$ cat src/rtl/kvrc_pkg.sv
// Shared types, constants and the byte-wide CRC-32 step for the record checker.
// Used by every module of the block; depends on nothing.
package kvrc_pkg;

    localparam int POS_W = 34;
    localparam int VS_W = 17;
    localparam int QUEUE_DEPTH_DEF = 4;

    localparam logic [7:0] REC_MAGIC = 8'hFA;
    localparam logic [31:0] CRC_POLY = 32'hEDB88320;
    localparam logic [31:0] CRC_ONES = 32'hFFFFFFFF;
    localparam int MIN_LEN = 7;
    localparam int CRC_BYTES = 4;

    localparam logic [2:0] ST_OK = 3'd0;
    localparam logic [2:0] ST_TOO_SHORT = 3'd1;
    localparam logic [2:0] ST_BAD_MAGIC = 3'd2;
    localparam logic [2:0] ST_KEY_TRUNC = 3'd3;
    localparam logic [2:0] ST_VALUE_TRUNC = 3'd4;
    localparam logic [2:0] ST_CRC_MISMATCH = 3'd5;

    localparam logic KIND_VALUE = 1'b0;
    localparam logic KIND_STATUS = 1'b1;

    // One classified byte, handed from the front end to the back end.
    typedef struct packed {
        logic [7:0] data;
        logic       emit_value;
        logic       crc_en;
        logic       chk_en;
        logic [1:0] chk_lane;
        logic       last;
        logic [2:0] status;
        logic       check_crc;
    } kvrc_op_t;

    // Reflected CRC-32, one byte: eight shift-and-xor steps.
    function automatic logic [31:0] crc_byte(input logic [31:0] crc, input logic [7:0] b);
        logic [31:0] c;
        c = crc ^ {24'b0, b};
        for (int k = 0; k < 8; k++)
        begin
            c = c[0] ? ((c >> 1) ^ CRC_POLY) : (c >> 1);
        end
        return c;
    endfunction

endpackage

$ cat src/rtl/kv_record_checker_crc32.sv
// Record checker: takes one record byte per cycle on the byte channel while byte_ready
// is high and returns value bytes and one closing status per record on the result
// channel. Sustained rate is one byte per cycle while the result side takes every
// result; a record whose last byte is a value byte also needs an output slot of its own
// for its status. With no stall, a byte's results pass through the classify queue and
// then the result register; the classify queue (QUEUE_DEPTH entries) lets the input
// keep flowing while the result side stalls, until it fills. Value bytes of a bad record
// are still delivered and should be dropped unless the closing status is ok (0).
module kv_record_checker_crc32 #(
    parameter int QUEUE_DEPTH = kvrc_pkg::QUEUE_DEPTH_DEF
) (
    input  logic       clk,
    input  logic       rst_n,
    input  logic       byte_valid,
    output logic       byte_ready,
    input  logic [7:0] data_byte,
    input  logic       final_byte,
    output logic       result_valid,
    input  logic       result_ready,
    output logic       kind,
    output logic [7:0] value_byte,
    output logic [2:0] status,
    output logic       end_of_record
);
    import kvrc_pkg::*;

    kvrc_op_t front_op;
    kvrc_op_t q_op;
    logic     q_full;
    logic     q_valid;
    logic     q_pop;
    logic     push;

    assign byte_ready = !q_full;
    assign push = byte_valid && !q_full;

    kvrc_front u_front (
        .clk        (clk),
        .rst_n      (rst_n),
        .data_byte  (data_byte),
        .final_byte (final_byte),
        .push       (push),
        .op         (front_op)
    );

    kvrc_queue #(
        .DEPTH (QUEUE_DEPTH)
    ) u_queue (
        .clk      (clk),
        .rst_n    (rst_n),
        .push     (push),
        .wr_op    (front_op),
        .full     (q_full),
        .pop      (q_pop),
        .rd_valid (q_valid),
        .rd_op    (q_op)
    );

    kvrc_back u_back (
        .clk           (clk),
        .rst_n         (rst_n),
        .q_valid       (q_valid),
        .q_op          (q_op),
        .pop           (q_pop),
        .result_valid  (result_valid),
        .result_ready  (result_ready),
        .kind          (kind),
        .value_byte    (value_byte),
        .status        (status),
        .end_of_record (end_of_record)
    );

endmodule

$ cat src/rtl/kvrc_front.sv
// Front end of the record checker: tracks the byte position and the length fields,
// classifies each byte and decides every status except the CRC check. Uses kvrc_pkg.
module kvrc_front (
    input  logic               clk,
    input  logic               rst_n,
    input  logic [7:0]         data_byte,
    input  logic               final_byte,
    input  logic               push,
    output kvrc_pkg::kvrc_op_t op
);
    import kvrc_pkg::*;

    logic [POS_W-1:0] pos_reg, pos_next;
    logic [15:0]      kl_reg, kl_next;
    logic [VS_W-1:0]  vs_reg, vs_next;
    logic [31:0]      vl_reg, vl_next;
    logic [POS_W-1:0] ve_reg, ve_next;
    logic             magic_reg, magic_next;

    logic             p0, p1, p2, p_hdr;
    logic [VS_W-1:0]  vs_m4;
    logic             ge_vs4, ge_vs, ge_ve;
    logic [POS_W-1:0] d_ve;
    logic             in_vlen, in_val, in_chk;
    logic [1:0]       vl_lane;
    logic [POS_W:0]   len;
    logic             val_trunc;

    always_comb
    begin
        p0 = (pos_reg == POS_W'(0));
        p1 = (pos_reg == POS_W'(1));
        p2 = (pos_reg == POS_W'(2));
        p_hdr = p0 || p1 || p2;
        vs_m4 = vs_reg - VS_W'(4);
        ge_vs4 = (pos_reg >= {{(POS_W-VS_W){1'b0}}, vs_m4});
        ge_vs = (pos_reg >= {{(POS_W-VS_W){1'b0}}, vs_reg});
        ge_ve = (pos_reg >= ve_reg);
        d_ve = pos_reg - ve_reg;
        in_vlen = !p_hdr && ge_vs4 && !ge_vs;
        in_val = !p_hdr && ge_vs && !ge_ve;
        in_chk = !p_hdr && ge_vs && ge_ve && (d_ve < POS_W'(CRC_BYTES));
        vl_lane = pos_reg[1:0] - vs_reg[1:0];
        len = {1'b0, pos_reg} + (POS_W+1)'(1);
        // The end of the value is final once the position reaches it, so the
        // value field is short exactly when the CRC bytes do not all fit.
        val_trunc = !ge_vs || !ge_ve || (d_ve < POS_W'(CRC_BYTES - 1));

        op.data = data_byte;
        op.emit_value = in_val;
        op.crc_en = !p0 && !(ge_vs && ge_ve);
        op.chk_en = in_chk;
        op.chk_lane = d_ve[1:0];
        op.last = final_byte;
        op.check_crc = 1'b0;
        if (pos_reg < POS_W'(MIN_LEN - 1))
        begin
            op.status = ST_TOO_SHORT;
        end
        else if (!magic_reg)
        begin
            op.status = ST_BAD_MAGIC;
        end
        else if (len < {{(POS_W+1-VS_W){1'b0}}, vs_reg})
        begin
            op.status = ST_KEY_TRUNC;
        end
        else if (val_trunc)
        begin
            op.status = ST_VALUE_TRUNC;
        end
        else
        begin
            op.status = ST_OK;
            op.check_crc = 1'b1;
        end
    end

    always_comb
    begin
        pos_next = pos_reg;
        kl_next = kl_reg;
        vs_next = vs_reg;
        vl_next = vl_reg;
        ve_next = ve_reg;
        magic_next = magic_reg;
        if (push)
        begin
            if (pos_reg != '1)
            begin
                pos_next = pos_reg + POS_W'(1);
            end
            if (p0)
            begin
                magic_next = (data_byte == REC_MAGIC);
            end
            else if (p1)
            begin
                kl_next = {8'b0, data_byte};
            end
            else if (p2)
            begin
                kl_next = {data_byte, kl_reg[7:0]};
                vs_next = VS_W'(MIN_LEN) + {1'b0, data_byte, kl_reg[7:0]};
                ve_next = {{(POS_W-VS_W){1'b0}}, vs_next};
            end
            else if (in_vlen)
            begin
                case (vl_lane)
                    2'd0: vl_next = vl_reg | {24'b0, data_byte};
                    2'd1: vl_next = vl_reg | {16'b0, data_byte, 8'b0};
                    2'd2: vl_next = vl_reg | {8'b0, data_byte, 16'b0};
                    2'd3: vl_next = vl_reg | {data_byte, 24'b0};
                    default: vl_next = vl_reg;
                endcase
                ve_next = {{(POS_W-VS_W){1'b0}}, vs_reg} + {{(POS_W-32){1'b0}}, vl_next};
            end
            if (final_byte)
            begin
                pos_next = '0;
                kl_next = '0;
                vs_next = VS_W'(MIN_LEN);
                vl_next = '0;
                ve_next = POS_W'(MIN_LEN);
                magic_next = 1'b0;
            end
        end
    end

    always_ff @(posedge clk or negedge rst_n)
    begin
        if (!rst_n)
        begin
            pos_reg <= '0;
            kl_reg <= '0;
            vs_reg <= VS_W'(MIN_LEN);
            vl_reg <= '0;
            ve_reg <= POS_W'(MIN_LEN);
            magic_reg <= 1'b0;
        end
        else
        begin
            pos_reg <= pos_next;
            kl_reg <= kl_next;
            vs_reg <= vs_next;
            vl_reg <= vl_next;
            ve_reg <= ve_next;
            magic_reg <= magic_next;
        end
    end

    a_restart: assert property (@(posedge clk) disable iff (!rst_n)
        (push && final_byte) |=> (pos_reg == '0 && vl_reg == '0))
        else $error("front end did not restart after the last byte of a record");

    a_value_after_length: assert property (@(posedge clk) disable iff (!rst_n)
        (push && op.emit_value) |-> (!p_hdr && ve_reg > {{(POS_W-VS_W){1'b0}}, vs_reg} - POS_W'(1)))
        else $error("value byte classified before the value length was known");

endmodule

$ cat src/rtl/kvrc_queue.sv
// Short queue of classified bytes between the front and back ends of the checker.
// Register-based, one write and one read per cycle. Uses kvrc_pkg.
module kvrc_queue #(
    parameter int DEPTH = kvrc_pkg::QUEUE_DEPTH_DEF
) (
    input  logic               clk,
    input  logic               rst_n,
    input  logic               push,
    input  kvrc_pkg::kvrc_op_t wr_op,
    output logic               full,
    input  logic               pop,
    output logic               rd_valid,
    output kvrc_pkg::kvrc_op_t rd_op
);
    import kvrc_pkg::*;

    localparam int PTR_W = (DEPTH > 1) ? $clog2(DEPTH) : 1;
    localparam int CNT_W = $clog2(DEPTH + 1);

    kvrc_op_t         entry_reg [DEPTH];
    logic [PTR_W-1:0] wr_ptr_reg, wr_ptr_next;
    logic [PTR_W-1:0] rd_ptr_reg, rd_ptr_next;
    logic [CNT_W-1:0] count_reg, count_next;

    assign full = (count_reg == CNT_W'(DEPTH));
    assign rd_valid = (count_reg != '0);
    assign rd_op = entry_reg[rd_ptr_reg];

    always_comb
    begin
        wr_ptr_next = wr_ptr_reg;
        rd_ptr_next = rd_ptr_reg;
        count_next = count_reg;
        if (push)
        begin
            wr_ptr_next = (wr_ptr_reg == PTR_W'(DEPTH - 1)) ? '0 : wr_ptr_reg + PTR_W'(1);
        end
        if (pop)
        begin
            rd_ptr_next = (rd_ptr_reg == PTR_W'(DEPTH - 1)) ? '0 : rd_ptr_reg + PTR_W'(1);
        end
        if (push && !pop)
        begin
            count_next = count_reg + CNT_W'(1);
        end
        else if (pop && !push)
        begin
            count_next = count_reg - CNT_W'(1);
        end
    end

    always_ff @(posedge clk)
    begin
        if (push)
        begin
            entry_reg[wr_ptr_reg] <= wr_op;
        end
    end

    always_ff @(posedge clk or negedge rst_n)
    begin
        if (!rst_n)
        begin
            wr_ptr_reg <= '0;
            rd_ptr_reg <= '0;
            count_reg <= '0;
        end
        else
        begin
            wr_ptr_reg <= wr_ptr_next;
            rd_ptr_reg <= rd_ptr_next;
            count_reg <= count_next;
        end
    end

    a_count_bound: assert property (@(posedge clk) disable iff (!rst_n)
        count_reg <= CNT_W'(DEPTH))
        else $error("queue count exceeds its depth");

endmodule

$ cat src/rtl/kvrc_back.sv
// Back end of the record checker: runs the CRC, gathers the stored checksum and
// drives the result register, at most two results per record byte. Uses kvrc_pkg.
module kvrc_back (
    input  logic               clk,
    input  logic               rst_n,
    input  logic               q_valid,
    input  kvrc_pkg::kvrc_op_t q_op,
    output logic               pop,
    output logic               result_valid,
    input  logic               result_ready,
    output logic               kind,
    output logic [7:0]         value_byte,
    output logic [2:0]         status,
    output logic               end_of_record
);
    import kvrc_pkg::*;

    logic [31:0] crc_reg, crc_next;
    logic [31:0] chk_reg, chk_next;
    logic        out_valid_reg, out_valid_next;
    logic        out_kind_reg, out_kind_next;
    logic [7:0]  out_byte_reg, out_byte_next;
    logic [2:0]  out_status_reg, out_status_next;
    logic        pend_reg, pend_next;
    logic [2:0]  pend_status_reg, pend_status_next;

    logic        slot_free;
    logic [31:0] crc_upd;
    logic [2:0]  final_status;

    assign slot_free = !out_valid_reg || result_ready;
    assign pop = q_valid && slot_free && !pend_reg;

    always_comb
    begin
        crc_upd = q_op.crc_en ? crc_byte(crc_reg, q_op.data) : crc_reg;
        chk_next = chk_reg;
        if (q_op.chk_en)
        begin
            case (q_op.chk_lane)
                2'd0: chk_next = chk_reg | {24'b0, q_op.data};
                2'd1: chk_next = chk_reg | {16'b0, q_op.data, 8'b0};
                2'd2: chk_next = chk_reg | {8'b0, q_op.data, 16'b0};
                2'd3: chk_next = chk_reg | {q_op.data, 24'b0};
                default: chk_next = chk_reg;
            endcase
        end
        if (q_op.check_crc && ((crc_upd ^ CRC_ONES) != chk_next))
        begin
            final_status = ST_CRC_MISMATCH;
        end
        else
        begin
            final_status = q_op.status;
        end
        crc_next = crc_upd;
        if (q_op.last)
        begin
            crc_next = CRC_ONES;
            chk_next = '0;
        end
    end

    always_comb
    begin
        out_valid_next = out_valid_reg;
        out_kind_next = out_kind_reg;
        out_byte_next = out_byte_reg;
        out_status_next = out_status_reg;
        pend_next = pend_reg;
        pend_status_next = pend_status_reg;
        if (pend_reg && slot_free)
        begin
            out_valid_next = 1'b1;
            out_kind_next = KIND_STATUS;
            out_byte_next = '0;
            out_status_next = pend_status_reg;
            pend_next = 1'b0;
        end
        else if (pop)
        begin
            out_valid_next = q_op.emit_value || q_op.last;
            if (q_op.emit_value)
            begin
                out_kind_next = KIND_VALUE;
                out_byte_next = q_op.data;
                out_status_next = ST_OK;
                // A last byte that is itself a value byte: the status follows.
                pend_next = q_op.last;
                pend_status_next = final_status;
            end
            else
            begin
                out_kind_next = KIND_STATUS;
                out_byte_next = '0;
                out_status_next = final_status;
            end
        end
        else if (result_ready)
        begin
            out_valid_next = 1'b0;
        end
    end

    always_ff @(posedge clk or negedge rst_n)
    begin
        if (!rst_n)
        begin
            crc_reg <= CRC_ONES;
            chk_reg <= '0;
            out_valid_reg <= 1'b0;
            pend_reg <= 1'b0;
        end
        else
        begin
            if (pop)
            begin
                crc_reg <= crc_next;
                chk_reg <= chk_next;
            end
            out_valid_reg <= out_valid_next;
            pend_reg <= pend_next;
        end
    end

    always_ff @(posedge clk)
    begin
        out_kind_reg <= out_kind_next;
        out_byte_reg <= out_byte_next;
        out_status_reg <= out_status_next;
        pend_status_reg <= pend_status_next;
    end

    assign result_valid = out_valid_reg;
    assign kind = out_kind_reg;
    assign value_byte = out_byte_reg;
    assign status = out_status_reg;
    assign end_of_record = out_kind_reg;

    a_pend_behind_value: assert property (@(posedge clk) disable iff (!rst_n)
        pend_reg |-> (out_valid_reg && out_kind_reg == KIND_VALUE))
        else $error("pending status without a value result ahead of it");

    a_pend_set: assert property (@(posedge clk) disable iff (!rst_n)
        (pop && q_op.emit_value && q_op.last) |=> pend_reg)
        else $error("status of a record ending on a value byte was dropped");

endmodule

$ cat config.mk
export PLATFORM = sky130hd
export DESIGN_NAME = kv_record_checker_crc32
export DESIGN_NICKNAME = d
export VERILOG_FILES = /design/src/rtl/kvrc_pkg.sv /design/src/rtl/kv_record_checker_crc32.sv /design/src/rtl/kvrc_front.sv /design/src/rtl/kvrc_queue.sv /design/src/rtl/kvrc_back.sv
export SDC_FILE = /design/constraint.sdc
export NUM_CORES = 1
export LEC_CHECK = 0
export ABC_AREA = 1
export BUFFER_PORTS_ARGS = -buffer_cell sky130_fd_sc_hd__buf_2
export CAP_MARGIN = 0
export CORE_ASPECT_RATIO = 0.5
export CORE_MARGIN = 2
export CORE_UTILIZATION = 45
export DETAILED_ROUTE_END_ITERATION = 8
export SYNTH_ARGS = -nofsm -noshare
export SYNTH_HDL_FRONTEND = slang
export SYNTH_SLANG_ARGS = --single-unit
$ cat constraint.sdc
create_clock -name clk -period 9.8 [get_ports clk]
set_input_delay 1.96 -clock clk [delete_from_list [all_inputs] [get_ports clk]]
set_output_delay 1.96 -clock clk [all_outputs]
set_load 0.02 [all_outputs]
After elaboration in Yosys (flattened, before gate mapping)
Memory sizes are Yosys's and may differ from the RTL's.
Cells that the tools add are included.
{"block": "totals", "regBits": 214, "ramBits": 72, "out_inout_bits": 15, "elab_cells": 191, "mem_count": 1}
{"memory": "u_queue.entry_reg", "words": 4, "width": 18, "rd": 1, "rd_clocked_by_memory_dff": 0, "write_ports": 1, "line": "kvrc_queue.sv:20", "text": "kvrc_op_t entry_reg [DEPTH];"}
{"block": "op_classes", "add_sub_neg": 11, "order_cmp": 7, "n_eq_ne": 17, "mux": 66, "bitwise_logic": 19, "n_reduce_logical": 53}
{"op": "two-way mux 32 bit", "n": 22}
{"op": "one-hot mux 32 bit (4 select lines)", "n": 2}
{"op": "two-way mux 34 bit", "n": 7}
{"op": "NOT 13 -> 14 bit", "n": 8}
{"op": ">= comparator 34 x 17 -> 1 bit", "n": 2}
{"op": "< comparator 34 x 3 -> 1 bit, second input constant", "n": 2}
{"op": "two-way mux 17 bit", "n": 4}
{"op": "bitwise OR 32 x 16 -> 32 bit", "n": 2}
{"op": "bitwise OR 32 x 24 -> 32 bit", "n": 2}
{"op": "bitwise OR 32 bit", "n": 2}
{"op": "bitwise OR 32 x 8 -> 32 bit", "n": 2}
{"op": "adder 34 x 1 -> 35 bit, second input constant", "n": 1}
{"op": "< comparator 35 x 17 -> 1 bit", "n": 1}
{"op": "adder 34 x 1 -> 34 bit, second input constant", "n": 1}
{"op": "equality test 34 x 1 -> 1 bit, second input constant", "n": 1}
{"op": "equality test 34 x 2 -> 1 bit, second input constant", "n": 1}
{"op": ">= comparator 34 bit", "n": 1}
{"op": "zero test 34 bit", "n": 1}
{"op": "< comparator 34 x 2 -> 1 bit, second input constant", "n": 1}
{"op": "!= test 34 bit, second input constant", "n": 1}
{"op": "subtractor 34 bit", "n": 1}
{"op": "adder 17 x 32 -> 33 bit", "n": 1}
{"op": "two-way mux 8 bit", "n": 4}
{"op": "!= test 32 bit", "n": 1}
{"op": "other kinds (27)", "n": 102}

Longest topological paths before layout
An unclocked memory read counts as a cell.
{"block": "depth", "ltp_word": 26, "ltp_mapped": 26, "depth_no_buf": 25}

By module
A second synthesis with hierarchy kept.
{"block": "unflattened", "cells_unflattened": 3183, "area_unflattened_um2": 22238.8}
{"mod": "kvrc_front", "n_inst": 1, "cells_per_inst": 1953, "area_each_um2": 12937.4, "seq_area_each_um2": 3135.5}
{"mod": "kvrc_back", "n_inst": 1, "cells_per_inst": 965, "area_each_um2": 5958.2, "seq_area_each_um2": 2052.0}
{"mod": "kvrc_queue", "n_inst": 1, "cells_per_inst": 262, "area_each_um2": 3329.4, "seq_area_each_um2": 2337.2}
{"mod": "kv_record_checker_crc32", "n_inst": 1, "cells_per_inst": 3, "area_each_um2": 13.8, "seq_area_each_um2": 0.0}

Worst setup path after synthesis
Ideal clock, no wire load.
{"block": "synth_timing", "kind": "input-to-reg", "from": "in data_byte[0]", "to": "reg u_front.ve_reg[24]", "setup_ps": 128, "t_arrival_ps": 4316, "setup_slack_ps": 5356, "cell_stages": 15, "path_cell_list": "inv_1 -> o21bai_1 -> ha_1 -> fa_1 -> nand3_1 -> nand2_1 -> a21oi_1 -> o21ai_0 -> a21oi_1 -> o21bai_1 -> a22oi_1 -> nor2_1 -> nand2_1 -> xor2_1 -> o22ai_1"}
{"block": "synth_via", "elab_chain_cells": 13, "word_cells_on_any_way": 16}
{"element": "from (decl)", "line": "kv_record_checker_crc32.sv:16", "text": "input logic [7:0] data_byte,"}
{"element": "bitwise OR 32 x 8 -> 32 bit (tied with other cells)", "line": "kvrc_front.sv:110", "text": "2'd0: vl_next = vl_reg | {24'b0, data_byte};"}
{"element": "one-hot mux 32 bit (4 select lines) (*)", "line": "kvrc_front.sv:109", "text": "case (vl_lane)"}
{"element": "two-way mux 32 bit (*)", "line": "kvrc_front.sv:107", "text": "else if (in_vlen)"}
{"element": "two-way mux 32 bit (*)", "line": "kvrc_front.sv:101", "text": "else if (p2)"}
{"element": "two-way mux 32 bit (*)", "line": "kvrc_front.sv:97", "text": "else if (p1)"}
{"element": "two-way mux 32 bit (*)", "line": "kvrc_front.sv:93", "text": "if (p0)"}
{"element": "two-way mux 32 bit (*)", "line": "kvrc_front.sv:87", "text": "if (push)"}
{"element": "adder 17 x 32 -> 33 bit (*)", "line": "kvrc_front.sv:116", "text": "ve_next = {{(POS_W-VS_W){1'b0}}, vs_reg} + {{(POS_W-32){1'b0}}, vl_next};"}
{"element": "two-way mux 34 bit (*)", "line": "kvrc_front.sv:107"}
{"element": "two-way mux 34 bit (*)", "line": "kvrc_front.sv:101"}
{"element": "two-way mux 34 bit (*)", "line": "kvrc_front.sv:97"}
{"element": "two-way mux 34 bit (*)", "line": "kvrc_front.sv:93"}
{"element": "two-way mux 34 bit (*)", "line": "kvrc_front.sv:118", "text": "if (final_byte)"}
{"element": "to (signal assigned)", "line": "kvrc_front.sv:138", "text": "ve_reg <= POS_W'(MIN_LEN);"}
{"element": "to (signal assigned)", "line": "kvrc_front.sv:147", "text": "ve_reg <= ve_next;"}
{"element": "to (decl)", "line": "kvrc_front.sv:17", "text": "logic [POS_W-1:0] ve_reg, ve_next;"}
Mark *: on every way between the ends. The rest lies on a longest branch, timed or not. The select of a mux whose other input is x is not followed.
A chain may end at the register's enable or synchronous reset.

Final worst setup path
{"block": "layout_timing", "from": "reg u_front.vs_reg[3]", "to": "reg u_front.vl_reg[18]"}
{"block": "layout_via", "elab_chain_cells": 6, "word_cells_on_any_way": 8}
{"element": "from (decl)", "line": "kvrc_front.sv:15", "text": "logic [VS_W-1:0] vs_reg, vs_next;"}
{"element": "from (signal assigned)", "line": "kvrc_front.sv:136", "text": "vs_reg <= VS_W'(MIN_LEN);"}
{"element": "from (signal assigned)", "line": "kvrc_front.sv:145", "text": "vs_reg <= vs_next;"}
{"element": "subtractor 17 x 3 -> 17 bit", "line": "kvrc_front.sv:35", "text": "vs_m4 = vs_reg - VS_W'(4);"}
{"element": ">= comparator 34 x 17 -> 1 bit", "line": "kvrc_front.sv:36", "text": "ge_vs4 = (pos_reg >= {{(POS_W-VS_W){1'b0}}, vs_m4});"}
{"element": "logical AND 1 bit", "line": "kvrc_front.sv:40", "text": "in_vlen = !p_hdr && ge_vs4 && !ge_vs;"}
{"element": "logical AND 1 bit (*)", "line": "kvrc_front.sv:40"}
{"element": "nonzero test 2 bit (no source line) (*)"}
{"element": "AND reduction 5 bit (no source line) (*)"}
{"element": "to (signal assigned)", "line": "kvrc_front.sv:146", "text": "vl_reg <= vl_next;"}
{"element": "to (decl)", "line": "kvrc_front.sv:16", "text": "logic [31:0] vl_reg, vl_next;"}
Mark *: on every way between the ends. The rest lies on a longest branch, timed or not.

==> results.toml <==
[cts]
cts-root-buf = "clkbuf_16"
insertion_delay_ns = 0.59
cts_tree = "done"
post_cts_resized = 0
ctsHoldBuffers = 0
htreeDepth = 1
post_cts_buffers = 0
clk_path_buf_depth = 3
numCtsBuffers = 29
clk_pin_slew_worst_paths_ns = 0.06
clock_sinks = 285

[timing]
rsz0062_at_grt = "false"
hold_slack_ns = 0.4232
fin_crit_sh = 0.5027
max_freq_ghz = 0.2030
worst_slew_pin_slew_ns = 1.138
worst_slack_ns = 4.874
finalSetupTns_ns = 0
fin_crit_ns = 4.926
finalHoldViolCount = 0
setup_viol = 0
relSlewSlack = 0.2345
slew_viol_final = 0
finClkSkew_ns = 0.01452

[routing]
wl_per_cell_um = 18.76
drt_iter0_markers = 1498
drcViolationCount = 0
antenna_left = 0
dr_total_vias = 18730
firstDrtPassIters = 6
routed_wl_mm = 63.50
vias_per_cell = 5.534

[setup_path]
cp-start-kind = "flop"
cp-end-kind = "flop"
crit_fanout = 37
critPathRequiredTime_ns = 10.28
worst-setup-path-type = "reg -> reg"
critPathMaxStageDelay_ns = 0.59
cp.arrival_ns = 5.41
path_cells = "inv_1 -> ha_1 -> nand3_1 -> nor3_1 -> nand2_1 -> nor2_1 -> nand2_1 -> inv_1 -> nand4_1 -> nor2_1 -> xor2_1 -> inv_1 -> ha_1 -> nand4_1 -> nor4_1 -> a211oi_1 -> nand3b_1 -> nand2_1 -> nand2_2 -> inv_2 -> nand2_4 -> a21boi_0"
r2r-start = "u_front.vs_reg[3]"
crit_slowest_cell = "inv_2"
startpoint = "u_front.vs_reg[3]"

[global_route]
grt_pass1_vias = 17640
grt_overflow = 0
grt_pass1_wl_mm = 99.62
track_usage = 0.2722
antenna_found_initial = 0
grt_max_degree = 116

[yosys]
synth_seq_cells = 285
synth_nets = 2889
ys_top_cells_by_count = "772 x nand2_1, 346 x inv_1, 222 x nand3_1"
post-synth-top-count-cell = "nand2_1"
seq_area_frac_synth = 0.3729
yosys_warnings = 0
synth_edf_count = 78
avgSynthCellArea_um2 = 7.308
yosys.area.top_type_share = 0.1984
ys_types = 57
post-synth-top-area-cell = "dfrtp_1"
syn_inst = 2761
netlist_area_mm2 = 0.02018
ys_top_cells_by_area = "dfrtp_1 20%, nand2_1 14%, edfxtp_1 12%"
async_reset_ff_frac = 0.6947
synth_ff_type = "dfrtp_1"

[power_and_ir_drop]
power_w = 0.008012
p_per_area_mw_per_mm2 = 367.7
power.leakage_nw = 10.62
peakVddDrop_mv = 0.1593

[placed_design]
dp_hpwl_mm = 47.46
port_buffers = 27
routabilityCongestion = 0.9560
dpl_worst_slack_ns = 4.571

[floorplan]
fp-row-count = 54
die_w_um = 303.5
chipHeight_um = 153.7
io_pins = 28
start_util = 0.4595
core_mm2 = 0.04392
die-area_mm2 = 0.04665

[final_layout]
area_delta_synth_final_pct = 7.999
diodes = 0
layout-drive-gt1-share = 0.07222
nNetsFinal = 2902
largest_reg_flops = 72
final.fill_count = 4383

[hold_path]
min_path_type = "reg -> reg"
hold_path.startpoint = "u_front.kl_reg[0]"

[run_status]
status = "finished clean"

[flow_run]
maxCapViolCount = 0
worst max-delay path: cells and delay by family (launching register included):
family / cells / cell delay, ns
xor+xnor: 1 / 0.15
fa+ha+maj: 2 / 0.51
flops: 1 / 0.41
simple gates: 13 / 2.36
compound gates: 2 / 0.46
buf+inv: 4 / 0.92
through the flow:
| stage | util | cell area, um^2 | std cells |
|---|---|---|---|
| finish | 0.4962 | 21790 | 3385 |
| floorplan | - | 20180 | 2761 |
| CTS | 0.4962 | 21790 | 3385 |
| global route | 0.4962 | 21790 | 3385 |
| detailed placement | 0.4748 | 20850 | 3331 |
| global placement | 0.4748 | 20850 | 3331 |
final cells by class:
cell class                      count  area (um^2)  area share
Multi-Input combinational cell   2052        10960      0.5028
Sequential cell                   285         7525      0.3453
Inverter                          362         1359     0.06235
Clock buffer                       39        793.3     0.03640
Tap cell                          588        735.7     0.03376
Timing Repair Buffer               44        272.8     0.01252
Clock inverter                     15        148.9    0.006832
power breakdown:
group          switching, W  total [W]  internal [W]
Sequential         0.000204    0.00180       0.00160
Combinational       0.00357    0.00506       0.00150
Clock              0.000522    0.00115      0.000626
path summary, 6_finish.rpt:
path                                           end  slack, ns  cells after the start
worst max-delay path            u_front.vl_reg[18]       4.87                     22
worst min-delay path             u_front.vs_reg[0]       0.42                      1
worst max register to register  u_front.vl_reg[18]       4.87                     22
worst min register to register   u_front.vs_reg[0]       0.42                      1
max in group asynchronous       u_front.ve_reg[12]       6.85                      2
min in group asynchronous       u_back.chk_reg[28]       1.46                      1
metal layers:
layer / vias up / wire [um] / GRT usage
li1: 9200 / - / -
met1: 8913 / 29640 / 0.3823
met2: 513 / 28600 / 0.4395
met3: 105 / 3444 / 0.03603
met4: 0 / 1817 / 0.07796
met5: - / 0 / 0
kinds of logic after synthesis:
family / Yosys count / share of synthesized area
XOR/XNOR: 96 / 0.04167
buffers and inverters: 424 / 0.08427
adder cells (fa/ha/maj): 115 / 0.07280
multiplexers: 1 / 0.0005580
AND/OR/NAND/NOR: 1361 / 0.2918
flip-flops: 285 / 0.3729
AO/OA/AOI/OAI: 479 / 0.1360
placed cells by master (no fill, tap or decap), types with 4 or more instances in the layout:
master | synthesis | final
edfxtp_1 | 78 | 78
xor2_1 | 73 | 73
nand3b_1 | 12 | 12
clkinv_2 | 0 | 6
a21boi_0 | 12 | 12
a31oi_1 | 8 | 8
nor3_1 | 32 | 31
fa_1 | 4 | 4
clkinv_1 | 4 | 4
o21ai_1 | 5 | 5
xnor2_1 | 23 | 23
o31ai_1 | 4 | 4
nand2_2 | 30 | 30
nand2_4 | 6 | 6
clkbuf_16 | 0 | 29
ha_1 | 111 | 111
nand2_1 | 772 | 772
o211ai_1 | 9 | 9
o22ai_1 | 65 | 65
nor2_1 | 198 | 198
dfrtp_1 | 160 | 160
nand3_2 | 10 | 10
nor4_1 | 16 | 16
inv_6 | 0 | 4
a21oi_1 | 142 | 142
a22oi_1 | 5 | 5
nand3_1 | 222 | 222
dfstp_2 | 38 | 38
clkbuf_1 | 26 | 7
inv_1 | 346 | 346
a21o_1 | 6 | 6
o21ai_0 | 164 | 164
o21bai_1 | 34 | 34
inv_2 | 12 | 12
buf_2 | 18 | 26
a21boi_1 | 9 | 9
dfxtp_1 | 9 | 9
nand4_1 | 43 | 43
nor2_2 | 5 | 5
buf_4 | 11 | 17
(Power assumes the default switching activity.)
